===== src/hdl/pdr_pkg.sv =====
`default_nettype none
// ----------------------------------------------------------------------------
// pdr_pkg: shared types and constants of the pairwise distance unit
// Transaction payloads, configuration register indexes, result kinds and the
// fixed arithmetic widths of the distance datapath.
// ----------------------------------------------------------------------------
package pdr_pkg;

  // Field widths fixed by the interface.
  localparam int unsigned COORD_FIELD_W = 16;
  localparam int unsigned IDX_OUT_W     = 3;
  localparam int unsigned DIST_W        = 17;

  // Configuration port.
  localparam int unsigned CFG_IDX_W  = 1;
  localparam int unsigned CFG_DATA_W = 4;
  localparam logic [CFG_IDX_W-1:0] REG_DIMS_IN_USE      = 1'b0;
  localparam logic [CFG_IDX_W-1:0] REG_PARTICLES_IN_USE = 1'b1;
  localparam logic [1:0] DIMS_RESET  = 2'd3;
  localparam logic [3:0] PARTS_RESET = 4'd8;

  // Result kinds.
  localparam logic KIND_RADIAL = 1'b0;
  localparam logic KIND_PAIR   = 1'b1;

  // Datapath widths. A coordinate difference is clamped at 2^17, which
  // already forces a saturated distance, so the magnitude needs 18 bits.
  localparam int unsigned DIFF_CAP = 32'd131072;
  localparam int unsigned MAG_W    = 18;
  localparam int unsigned SQ_W     = 2 * MAG_W;
  localparam int unsigned SUM_W    = SQ_W + 2;
  localparam int unsigned RAD_W    = 2 * DIST_W;
  localparam int unsigned ROOT_W   = DIST_W;
  localparam int unsigned REM_W    = ROOT_W + 1;

  typedef struct packed {
    logic signed [COORD_FIELD_W-1:0] coord_x;
    logic signed [COORD_FIELD_W-1:0] coord_y;
    logic signed [COORD_FIELD_W-1:0] coord_z;
    logic                            new_set;
  } in_t;

  typedef struct packed {
    logic                 kind;
    logic [IDX_OUT_W-1:0] first_index;
    logic [IDX_OUT_W-1:0] second_index;
    logic [DIST_W-1:0]    distance;
    logic                 last;
  } out_t;

  // Result identity that travels alongside the datapath.
  typedef struct packed {
    logic                 kind;
    logic [IDX_OUT_W-1:0] first_index;
    logic [IDX_OUT_W-1:0] second_index;
    logic                 last;
  } tag_t;

  typedef struct packed {
    logic valid;
    tag_t tag;
  } ctl_t;

endpackage
`default_nettype wire


===== src/hdl/pdr_lane.sv =====
`default_nettype none
// ----------------------------------------------------------------------------
// pdr_lane: one coordinate lane
// Takes the difference of two coordinates, its clamped magnitude, and its
// square, with a register after the magnitude and after the square.
// ----------------------------------------------------------------------------
module pdr_lane #(
  parameter int unsigned COORD_WIDTH = 16
) (
  input  logic                         clk_i,
  input  logic                         en_i,
  input  logic                         active_i,
  input  logic signed [COORD_WIDTH-1:0] a_i,
  input  logic signed [COORD_WIDTH-1:0] b_i,
  output logic [pdr_pkg::SQ_W-1:0]     sq_o
);
  import pdr_pkg::*;

  localparam int unsigned FULL_W = COORD_WIDTH + 1;

  logic signed [FULL_W-1:0] diff;
  logic [FULL_W-1:0]        mag_full;
  logic [MAG_W-1:0]         mag_d;
  logic [MAG_W-1:0]         mag_q;
  logic [SQ_W-1:0]          sq_q;

  // Absolute difference, clamped; an unused dimension contributes nothing.
  always_comb begin
    diff     = FULL_W'(a_i) - FULL_W'(b_i);
    mag_full = diff[FULL_W-1] ? (~diff + 1'b1) : diff;
    if (!active_i) begin
      mag_d = '0;
    end else if (34'(mag_full) > 34'(DIFF_CAP)) begin
      mag_d = MAG_W'(DIFF_CAP);
    end else begin
      mag_d = MAG_W'(mag_full);
    end
  end

  // Magnitude stage, then square stage.
  always_ff @(posedge clk_i) begin
    if (en_i) begin
      mag_q <= mag_d;
      sq_q  <= SQ_W'(mag_q) * SQ_W'(mag_q);
    end
  end

  assign sq_o = sq_q;

endmodule
`default_nettype wire


===== src/hdl/pdr_merge.sv =====
`default_nettype none
// ----------------------------------------------------------------------------
// pdr_merge: lane merge stage
// Adds the squared differences of all lanes and flags sums whose root would
// exceed the distance range.
// ----------------------------------------------------------------------------
module pdr_merge #(
  parameter int unsigned MAX_DIMENSIONS = 3
) (
  input  logic                       clk_i,
  input  logic                       rst_ni,
  input  logic                       en_i,
  input  logic [pdr_pkg::SQ_W-1:0]   sq_i [MAX_DIMENSIONS],
  input  pdr_pkg::ctl_t              ctl_i,
  output pdr_pkg::ctl_t              ctl_o,
  output logic [pdr_pkg::RAD_W-1:0]  rad_o,
  output logic                       sat_o
);
  import pdr_pkg::*;

  logic [SUM_W-1:0] sum;
  ctl_t             ctl_q;
  logic [RAD_W-1:0] rad_q;
  logic             sat_q;

  // Sum of squares over the lanes.
  always_comb begin
    sum = '0;
    for (int l = 0; l < MAX_DIMENSIONS; l++) begin
      sum = sum + SUM_W'(sq_i[l]);
    end
  end

  always_ff @(posedge clk_i or negedge rst_ni) begin
    if (!rst_ni) begin
      ctl_q <= '0;
    end else if (en_i) begin
      ctl_q <= ctl_i;
    end
  end

  // A sum of 2^34 or more has a root beyond the 17-bit range.
  always_ff @(posedge clk_i) begin
    if (en_i) begin
      rad_q <= sum[RAD_W-1:0];
      sat_q <= |sum[SUM_W-1:RAD_W];
    end
  end

  assign ctl_o = ctl_q;
  assign rad_o = rad_q;
  assign sat_o = sat_q;

endmodule
`default_nettype wire


===== src/hdl/pdr_sqrt.sv =====
`default_nettype none
// ----------------------------------------------------------------------------
// pdr_sqrt: pipelined floored square root
// One result bit per stage, most significant first, by the digit-by-digit
// method on two radicand bits at a time.
// ----------------------------------------------------------------------------
module pdr_sqrt (
  input  logic                        clk_i,
  input  logic                        rst_ni,
  input  logic                        en_i,
  input  pdr_pkg::ctl_t               ctl_i,
  input  logic [pdr_pkg::RAD_W-1:0]   rad_i,
  input  logic                        sat_i,
  output pdr_pkg::ctl_t               ctl_o,
  output logic [pdr_pkg::ROOT_W-1:0]  root_o,
  output logic                        sat_o
);
  import pdr_pkg::*;

  localparam int unsigned SH_W = REM_W + 2;

  logic [REM_W-1:0]  rem_q  [ROOT_W];
  logic [ROOT_W-1:0] root_q [ROOT_W];
  logic [RAD_W-1:0]  rad_q  [ROOT_W];
  logic              sat_q  [ROOT_W];
  ctl_t              ctl_q  [ROOT_W];

  logic [REM_W-1:0]  rem_d  [ROOT_W];
  logic [ROOT_W-1:0] root_d [ROOT_W];
  logic [RAD_W-1:0]  rad_d  [ROOT_W];

  // Each stage tries to set the next root bit against the partial remainder.
  always_comb begin
    logic [REM_W-1:0]  rem_p;
    logic [ROOT_W-1:0] root_p;
    logic [RAD_W-1:0]  rad_p;
    logic [SH_W-1:0]   rem_sh;
    logic [SH_W-1:0]   trial;
    logic              take;
    for (int s = 0; s < ROOT_W; s++) begin
      if (s == 0) begin
        rem_p  = '0;
        root_p = '0;
        rad_p  = rad_i;
      end else begin
        rem_p  = rem_q[s-1];
        root_p = root_q[s-1];
        rad_p  = rad_q[s-1];
      end
      rem_sh    = {rem_p, rad_p[RAD_W-1 -: 2]};
      trial     = {1'b0, root_p, 2'b01};
      take      = (rem_sh >= trial);
      rem_d[s]  = take ? REM_W'(rem_sh - trial) : REM_W'(rem_sh);
      root_d[s] = {root_p[ROOT_W-2:0], take};
      rad_d[s]  = {rad_p[RAD_W-3:0], 2'b00};
    end
  end

  // Control travels with its data through every stage.
  always_ff @(posedge clk_i or negedge rst_ni) begin
    if (!rst_ni) begin
      for (int s = 0; s < ROOT_W; s++) begin
        ctl_q[s] <= '0;
      end
    end else if (en_i) begin
      for (int s = 0; s < ROOT_W; s++) begin
        ctl_q[s] <= (s == 0) ? ctl_i : ctl_q[s-1];
      end
    end
  end

  always_ff @(posedge clk_i) begin
    if (en_i) begin
      for (int s = 0; s < ROOT_W; s++) begin
        rem_q[s]  <= rem_d[s];
        root_q[s] <= root_d[s];
        rad_q[s]  <= rad_d[s];
        sat_q[s]  <= (s == 0) ? sat_i : sat_q[s-1];
      end
    end
  end

  assign ctl_o  = ctl_q[ROOT_W-1];
  assign root_o = root_q[ROOT_W-1];
  assign sat_o  = sat_q[ROOT_W-1];

endmodule
`default_nettype wire


===== src/hdl/pairwise_distance_and_radius_unit.sv =====
`default_nettype none
// The first result of an item passes the issue, lane, merge, square root and
// output registers. An item with particle index k yields k+1 results, issued
// one after another through the single read port of the position store. The
// next item is accepted in the cycle that issues the current item's last
// result. Reset clears the set counter and all valid flags and returns the
// registers to three dimensions and eight particles; the position store
// holds no reset value and needs none.
// ----------------------------------------------------------------------------
// pairwise_distance_and_radius_unit: particle distance matrix generator
// Stores each particle position and emits its radial distance followed by
// its distances to all earlier particles of the set, through parallel
// coordinate lanes, a merge adder and a pipelined square root.
// ----------------------------------------------------------------------------
module pairwise_distance_and_radius_unit #(
  parameter int unsigned MAX_PARTICLES  = 8,
  parameter int unsigned MAX_DIMENSIONS = 3,
  parameter int unsigned COORD_WIDTH    = 16
) (
  input  logic                             clk_i,
  input  logic                             rst_ni,
  input  logic                             cfg_we_i,
  input  logic [pdr_pkg::CFG_IDX_W-1:0]    cfg_idx_i,
  input  logic [pdr_pkg::CFG_DATA_W-1:0]   cfg_data_i,
  input  logic                             in_valid_i,
  output logic                             in_ready_o,
  input  pdr_pkg::in_t                     in_i,
  output logic                             out_valid_o,
  input  logic                             out_ready_i,
  output pdr_pkg::out_t                    out_o
);
  import pdr_pkg::*;

  localparam int unsigned IDX_W = $clog2(MAX_PARTICLES);
  localparam int unsigned CNT_W = $clog2(MAX_PARTICLES + 1);
  localparam int unsigned POS_W = MAX_DIMENSIONS * COORD_WIDTH;

  // Configuration and sequencing state.
  logic [1:0]       dims_q;
  logic [3:0]       parts_q;
  logic [IDX_W-1:0] count_q;
  logic             busy_q;
  logic [IDX_W-1:0] k_q;
  logic [IDX_W-1:0] n_q;
  logic [POS_W-1:0] cur_q;

  // Position store and issue stage.
  logic [POS_W-1:0] mem_q [MAX_PARTICLES];
  logic [POS_W-1:0] rd_q;
  logic [POS_W-1:0] s1_cur_q;
  ctl_t             s1_ctl_q;
  ctl_t             la_ctl_q;
  ctl_t             lb_ctl_q;

  // Output register.
  logic out_valid_q;
  out_t out_q;

  logic [1:0]                 nd;
  logic [CNT_W-1:0]           np;
  logic [MAX_DIMENSIONS-1:0]  active;
  logic [COORD_FIELD_W-1:0]   fld [3];
  logic [POS_W-1:0]           pos_new;
  logic [IDX_W-1:0]           cnt_sel;
  logic [IDX_W-1:0]           k_new;
  logic [CNT_W-1:0]           k_inc;
  logic [IDX_W-1:0]           count_d;
  logic                       adv;
  logic                       issue;
  logic                       last_op;
  logic                       in_accept;
  logic [IDX_W-1:0]           n_m1;
  logic [IDX_W-1:0]           rd_addr;
  tag_t                       issue_tag;
  logic [SQ_W-1:0]            sq [MAX_DIMENSIONS];
  ctl_t                       mg_ctl;
  logic [RAD_W-1:0]           mg_rad;
  logic                       mg_sat;
  ctl_t                       sr_ctl;
  logic [ROOT_W-1:0]          sr_root;
  logic                       sr_sat;

  // Effective dimension and particle counts, with out-of-range values
  // pulled into range.
  always_comb begin
    if (dims_q == 2'd0) begin
      nd = 2'd1;
    end else if (32'(dims_q) > MAX_DIMENSIONS) begin
      nd = 2'(MAX_DIMENSIONS);
    end else begin
      nd = dims_q;
    end
    if (parts_q == 4'd0) begin
      np = CNT_W'(1);
    end else if (32'(parts_q) > MAX_PARTICLES) begin
      np = CNT_W'(MAX_PARTICLES);
    end else begin
      np = CNT_W'(parts_q);
    end
    for (int l = 0; l < MAX_DIMENSIONS; l++) begin
      active[l] = (32'(l) < 32'(nd));
    end
  end

  // Incoming coordinates, taken from the low COORD_WIDTH bits of each field.
  always_comb begin
    logic [31:0] raw;
    fld[0] = in_i.coord_x;
    fld[1] = in_i.coord_y;
    fld[2] = in_i.coord_z;
    for (int l = 0; l < MAX_DIMENSIONS; l++) begin
      raw = 32'(fld[l]);
      pos_new[l*COORD_WIDTH +: COORD_WIDTH] = raw[COORD_WIDTH-1:0];
    end
  end

  // Index of the arriving particle and the counter's next value.
  always_comb begin
    cnt_sel = in_i.new_set ? '0 : count_q;
    k_new   = (CNT_W'(cnt_sel) >= np) ? '0 : cnt_sel;
    k_inc   = CNT_W'(k_new) + CNT_W'(1);
    count_d = (k_inc >= np) ? '0 : IDX_W'(k_inc);
  end

  // Issue control: one result per cycle while busy and the pipeline moves.
  assign adv        = !out_valid_q || out_ready_i;
  assign last_op    = (n_q == k_q);
  assign issue      = busy_q && adv;
  assign in_ready_o = !busy_q || (adv && last_op);
  assign in_accept  = in_valid_i && in_ready_o;
  assign n_m1       = n_q - IDX_W'(1);
  assign rd_addr    = (n_q == '0) ? '0 : n_m1;

  always_comb begin
    issue_tag.kind         = (n_q == '0) ? KIND_RADIAL : KIND_PAIR;
    issue_tag.first_index  = (n_q == '0) ? IDX_OUT_W'(k_q) : IDX_OUT_W'(n_m1);
    issue_tag.second_index = IDX_OUT_W'(k_q);
    issue_tag.last         = last_op;
  end

  // Configuration registers and the result sequencer.
  always_ff @(posedge clk_i or negedge rst_ni) begin
    if (!rst_ni) begin
      dims_q  <= DIMS_RESET;
      parts_q <= PARTS_RESET;
      count_q <= '0;
      busy_q  <= 1'b0;
      k_q     <= '0;
      n_q     <= '0;
    end else begin
      if (cfg_we_i) begin
        case (cfg_idx_i)
          REG_DIMS_IN_USE:      dims_q  <= cfg_data_i[1:0];
          REG_PARTICLES_IN_USE: parts_q <= cfg_data_i;
          default: ;
        endcase
      end
      if (in_accept) begin
        busy_q  <= 1'b1;
        n_q     <= '0;
        k_q     <= k_new;
        count_q <= count_d;
      end else if (issue) begin
        if (last_op) begin
          busy_q <= 1'b0;
        end else begin
          n_q <= n_q + IDX_W'(1);
        end
      end
    end
  end

  // Position of the particle being processed.
  always_ff @(posedge clk_i) begin
    if (in_accept) begin
      cur_q <= pos_new;
    end
  end

  // Position store: written on acceptance, read whenever the pipeline advances.
  always_ff @(posedge clk_i) begin
    if (in_accept) begin
      mem_q[k_new] <= pos_new;
    end
    if (adv) begin
      rd_q     <= mem_q[rd_addr];
      s1_cur_q <= cur_q;
    end
  end

  // Control pipeline alongside the lane stages, and the output valid flag.
  always_ff @(posedge clk_i or negedge rst_ni) begin
    if (!rst_ni) begin
      s1_ctl_q    <= '0;
      la_ctl_q    <= '0;
      lb_ctl_q    <= '0;
      out_valid_q <= 1'b0;
    end else if (adv) begin
      s1_ctl_q.valid <= busy_q;
      s1_ctl_q.tag   <= issue_tag;
      la_ctl_q       <= s1_ctl_q;
      lb_ctl_q       <= la_ctl_q;
      out_valid_q    <= sr_ctl.valid;
    end
  end

  // Coordinate lanes; the radial result measures against the origin.
  for (genvar l = 0; l < MAX_DIMENSIONS; l++) begin : g_lane
    logic signed [COORD_WIDTH-1:0] other;
    assign other = (s1_ctl_q.tag.kind == KIND_RADIAL) ? '0 :
                   rd_q[l*COORD_WIDTH +: COORD_WIDTH];
    pdr_lane #(
      .COORD_WIDTH(COORD_WIDTH)
    ) u_lane (
      .clk_i   (clk_i),
      .en_i    (adv),
      .active_i(active[l]),
      .a_i     (s1_cur_q[l*COORD_WIDTH +: COORD_WIDTH]),
      .b_i     (other),
      .sq_o    (sq[l])
    );
  end

  pdr_merge #(
    .MAX_DIMENSIONS(MAX_DIMENSIONS)
  ) u_merge (
    .clk_i (clk_i),
    .rst_ni(rst_ni),
    .en_i  (adv),
    .sq_i  (sq),
    .ctl_i (lb_ctl_q),
    .ctl_o (mg_ctl),
    .rad_o (mg_rad),
    .sat_o (mg_sat)
  );

  pdr_sqrt u_sqrt (
    .clk_i (clk_i),
    .rst_ni(rst_ni),
    .en_i  (adv),
    .ctl_i (mg_ctl),
    .rad_i (mg_rad),
    .sat_i (mg_sat),
    .ctl_o (sr_ctl),
    .root_o(sr_root),
    .sat_o (sr_sat)
  );

  // Output register; saturated sums give the largest distance.
  always_ff @(posedge clk_i) begin
    if (adv && sr_ctl.valid) begin
      out_q.kind         <= sr_ctl.tag.kind;
      out_q.first_index  <= sr_ctl.tag.first_index;
      out_q.second_index <= sr_ctl.tag.second_index;
      out_q.distance     <= sr_sat ? '1 : sr_root;
      out_q.last         <= sr_ctl.tag.last;
    end
  end

  assign out_valid_o = out_valid_q;
  assign out_o       = out_q;

  // The result counter never runs past the particle index.
  a_op_in_range: assert property (@(posedge clk_i) disable iff (!rst_ni)
    busy_q |-> (n_q <= k_q))
    else $error("result counter beyond particle index");

  // An accepted transaction always starts with its radial result.
  a_accept_starts: assert property (@(posedge clk_i) disable iff (!rst_ni)
    in_accept |=> (busy_q && (n_q == '0)))
    else $error("accepted transaction did not start at the radial result");

  // A radial result names the new particle in both index fields.
  a_radial_index: assert property (@(posedge clk_i) disable iff (!rst_ni)
    (out_valid_q && (out_q.kind == KIND_RADIAL)) |->
      (out_q.first_index == out_q.second_index))
    else $error("radial result with mismatched indexes");

endmodule
`default_nettype wire


===== config.mk =====
export PLATFORM = sky130hd
export DESIGN_NAME = pairwise_distance_and_radius_unit
export DESIGN_NICKNAME = d
export VERILOG_FILES = /design/src/hdl/pdr_pkg.sv /design/src/hdl/pdr_lane.sv /design/src/hdl/pdr_merge.sv /design/src/hdl/pdr_sqrt.sv /design/src/hdl/pairwise_distance_and_radius_unit.sv
export SDC_FILE = /design/constraint.sdc
export NUM_CORES = 2
export LEC_CHECK = 0
export BUFFER_PORTS_ARGS = -buffer_cell sky130_fd_sc_hd__buf_2
export CAP_MARGIN = 20
export CORE_ASPECT_RATIO = 0.5
export CORE_MARGIN = 2
export CORE_UTILIZATION = 38
export CTS_CLUSTER_SIZE = 12
export DETAILED_ROUTE_END_ITERATION = 10
export HOLD_SLACK_MARGIN = 0.02
export RECOVER_POWER = 25
export SLEW_MARGIN = 20
export SYNTH_ARGS = -nofsm -noshare
export SYNTH_HDL_FRONTEND = slang
export SYNTH_SLANG_ARGS = --single-unit

===== constraint.sdc =====
create_clock -name clk_i -period 69.9 [get_ports clk_i]
set_input_delay 13.98 -clock clk_i [delete_from_list [all_inputs] [get_ports clk_i]]
set_output_delay 13.98 -clock clk_i [all_outputs]
set_load 0.02 [all_outputs]

==> results.tsv <==
metric	value	unit
cts_buffer_depth	4	
cts-root-buf	clkbuf_16	
fin_area	107000	um^2
drtIter0Drc	3732	
yosys-top-cells-area	edfxtp_1 (45%), fa_1 (12%), ha_1 (8.5%), dfrtp_1 (5.2%), inv_1 (4.9%)	
grt_max_degree	205	
cp-end-kind	output port	
dpl-instance-area	102000	um^2
start_kind	input port	
h-tree-depth	4	
wire_per_inst	15.8	um
drive_gt1_share	5.79	%
worstReg2RegEnd	rd_q[45]	
maxSlewViolCount	103	
hpwl	133000	um
fillers	23873	
die_h	363	um
die_w	721	um
path_clk_slew	60	ps
yosysWarnings	0	
numCtsBuffers	172	
final_hold_viol_count	0	
min_period	29470	ps
ant_nets	0	
crit_fanout	95	
finalCritPeriodShare	42.2	%
io_buffer_count	85	
yosysTopAreaCell	edfxtp_1	
synth_edf_count	1454	
failed_checks	capacitance limit, slew limit	
drv_cap	3	
layout_common_cells	edfxtp_1 (1,454), inv_1 (1,273), nand2_1 (1,191), ha_1 (660), fa_1 (589)	
first_global_vias	58658	
status	finished with violations	
post-cts-setup-buffers	0	
rsz0062_at_grt	false	
fmax	33.9	MHz
floorplan.initialDensity	38.3	%
syn_area	97700	um^2
ys.flop_type	edfxtp_1	
worst_hold_slack	375	ps
insertion_delay	890	ps
clkSinkCount	1660	
tightest_slew	3750	ps
die_area	262000	um^2
antenna_found_initial	8	
setup_tns	0	ps
dr.pass1.iters	6	
min_from	u_sqrt.rad_q[0][120]	
async_flop_share	12.4	%
r2r-start	n_q[0]	
hold_end	u_sqrt.rad_q[0][154]	
coreArea	255000	um^2
ctsHoldBuffers	0	
gr-usage-all-layers	14.5	%
min_path_cells	0	
avgSynthCellArea	11.7	um^2
r2r_slack	61200	ps
critical_path_arrival	15490	ps
hold_path_class	reg2reg	
place.gp.congestion	0.835	
postSynthCellCount	8353	
skew	128	ps
netlist.area_leader.share	44.7	%
gr-total-overflow	0	
drc	0	
synth_nets	9662	
synth_cell_types	101	
setup_violations	0	
final_core_util	41.8	%
tritoncts	built	
io_pins	86	
yosysSeqAreaShare	50.0	%
reg2reg_depth	9	
routed_wl	189000	um
area_growth	9.33	%
relSlewSlack	-150	%
criticalPathCategory	in2out	
yosys_register_bits	1660	
crit_required	55920	ps
dr_total_vias	57798	
via_per_inst	4.85	
nNetsFinal	9762	
final_common_cell	edfxtp_1	
grt_pass1_wl	308000	um
cts_resized	0	
rows	131	
## per-layer routing
layer / vias up / share of wire [%] / global-route usage, %
met5: - / 0.022 / 0
met4: 6 / 3.5 / 4.88
met3: 311 / 4.3 / 2.45
met2: 941 / 45 / 23.6
met1: 28065 / 47 / 19.7
li1: 28475 / - / -
## Yosys cell counts (57+ instances only)
library cell / instances
o21ai_0: 251
ha_1: 661
xor2_1: 143
a21oi_1: 285
clkbuf_1: 182
and2_1: 201
mux2i_1: 57
inv_1: 1273
nor2_1: 359
a21o_1: 89
o21a_1: 83
dfrtp_1: 203
edfxtp_1: 1454
nor3_1: 102
nor2b_1: 58
xnor2_1: 252
nand2b_1: 72
nand3_1: 68
nand2_1: 1192
fa_1: 589
## how the worst max path moves through the flow
stage / from / end / slack [ps]
after floorplan: out_ready_i / s1_ctl_q[7] / 26400
after global placement: out_ready_i / in_ready_o / 40370
after detailed placement: out_ready_i / in_ready_o / 40340
after CTS: out_ready_i / in_ready_o / 40340
after global routing: out_ready_i / in_ready_o / 40210
final: out_ready_i / in_ready_o / 40430
## critical path, cell delays in order
cell	delay, ps
buf_2	110
nor2b_4	90
buf_4	710
o21ai_0	340
buf_2	250
## stage by stage
stage | cells | worst slack, ps
CTS | 11921 | 40340
global placement | 11670 | 40370
detailed placement | 11670 | 40340
floorplan | 8353 | 26400
global route | 11923 | 40210
finish | 11924 | 40430
## sequential cells by signal (all words and copies together) (netlist names), 17 cells and up
signal / cells
s1_cur_q: 48
rd_q: 48
u_sqrt.rem_q: 268
u_sqrt.ctl_q: 144
mem_q: 384
u_sqrt.rad_q: 272
u_sqrt.root_q: 153
out_o: 25
g_lane.u_lane.mag_q: 51
u_sqrt.sat_q: 17
cur_q: 48
g_lane.u_lane.sq_o: 105
u_merge.rad_o: 34
## kinds of logic after synthesis
family                   count (synthesis)  share of synthesized area [%]
AO/OA/AOI/OAI                         1098                           7.27
XOR/XNOR                               395                           3.54
adder cells (fa/ha/maj)               1250                           20.5
buffers and inverters                 1480                           5.70
flip-flops                            1660                           50.0
multiplexers                           145                           2.15
other                                    1                        0.00384
AND/OR/NAND/NOR                       2324                           10.9
## area by class of cell
type	instances	area (um^2)	area share, %
Timing Repair Buffer	130	788	0.738
Multi-Input combinational cell	5213	43400	40.6
Clock buffer	227	4580	4.29
Clock inverter	24	214	0.200
Inverter	1276	4800	4.49
Tap cell	3391	4240	3.97
Antenna cell	3	7.51	0.00703
Sequential cell	1660	48800	45.7
Power is not shown: default switching activity piles up to over one toggle a cycle in this logic, so the estimate is an artifact.
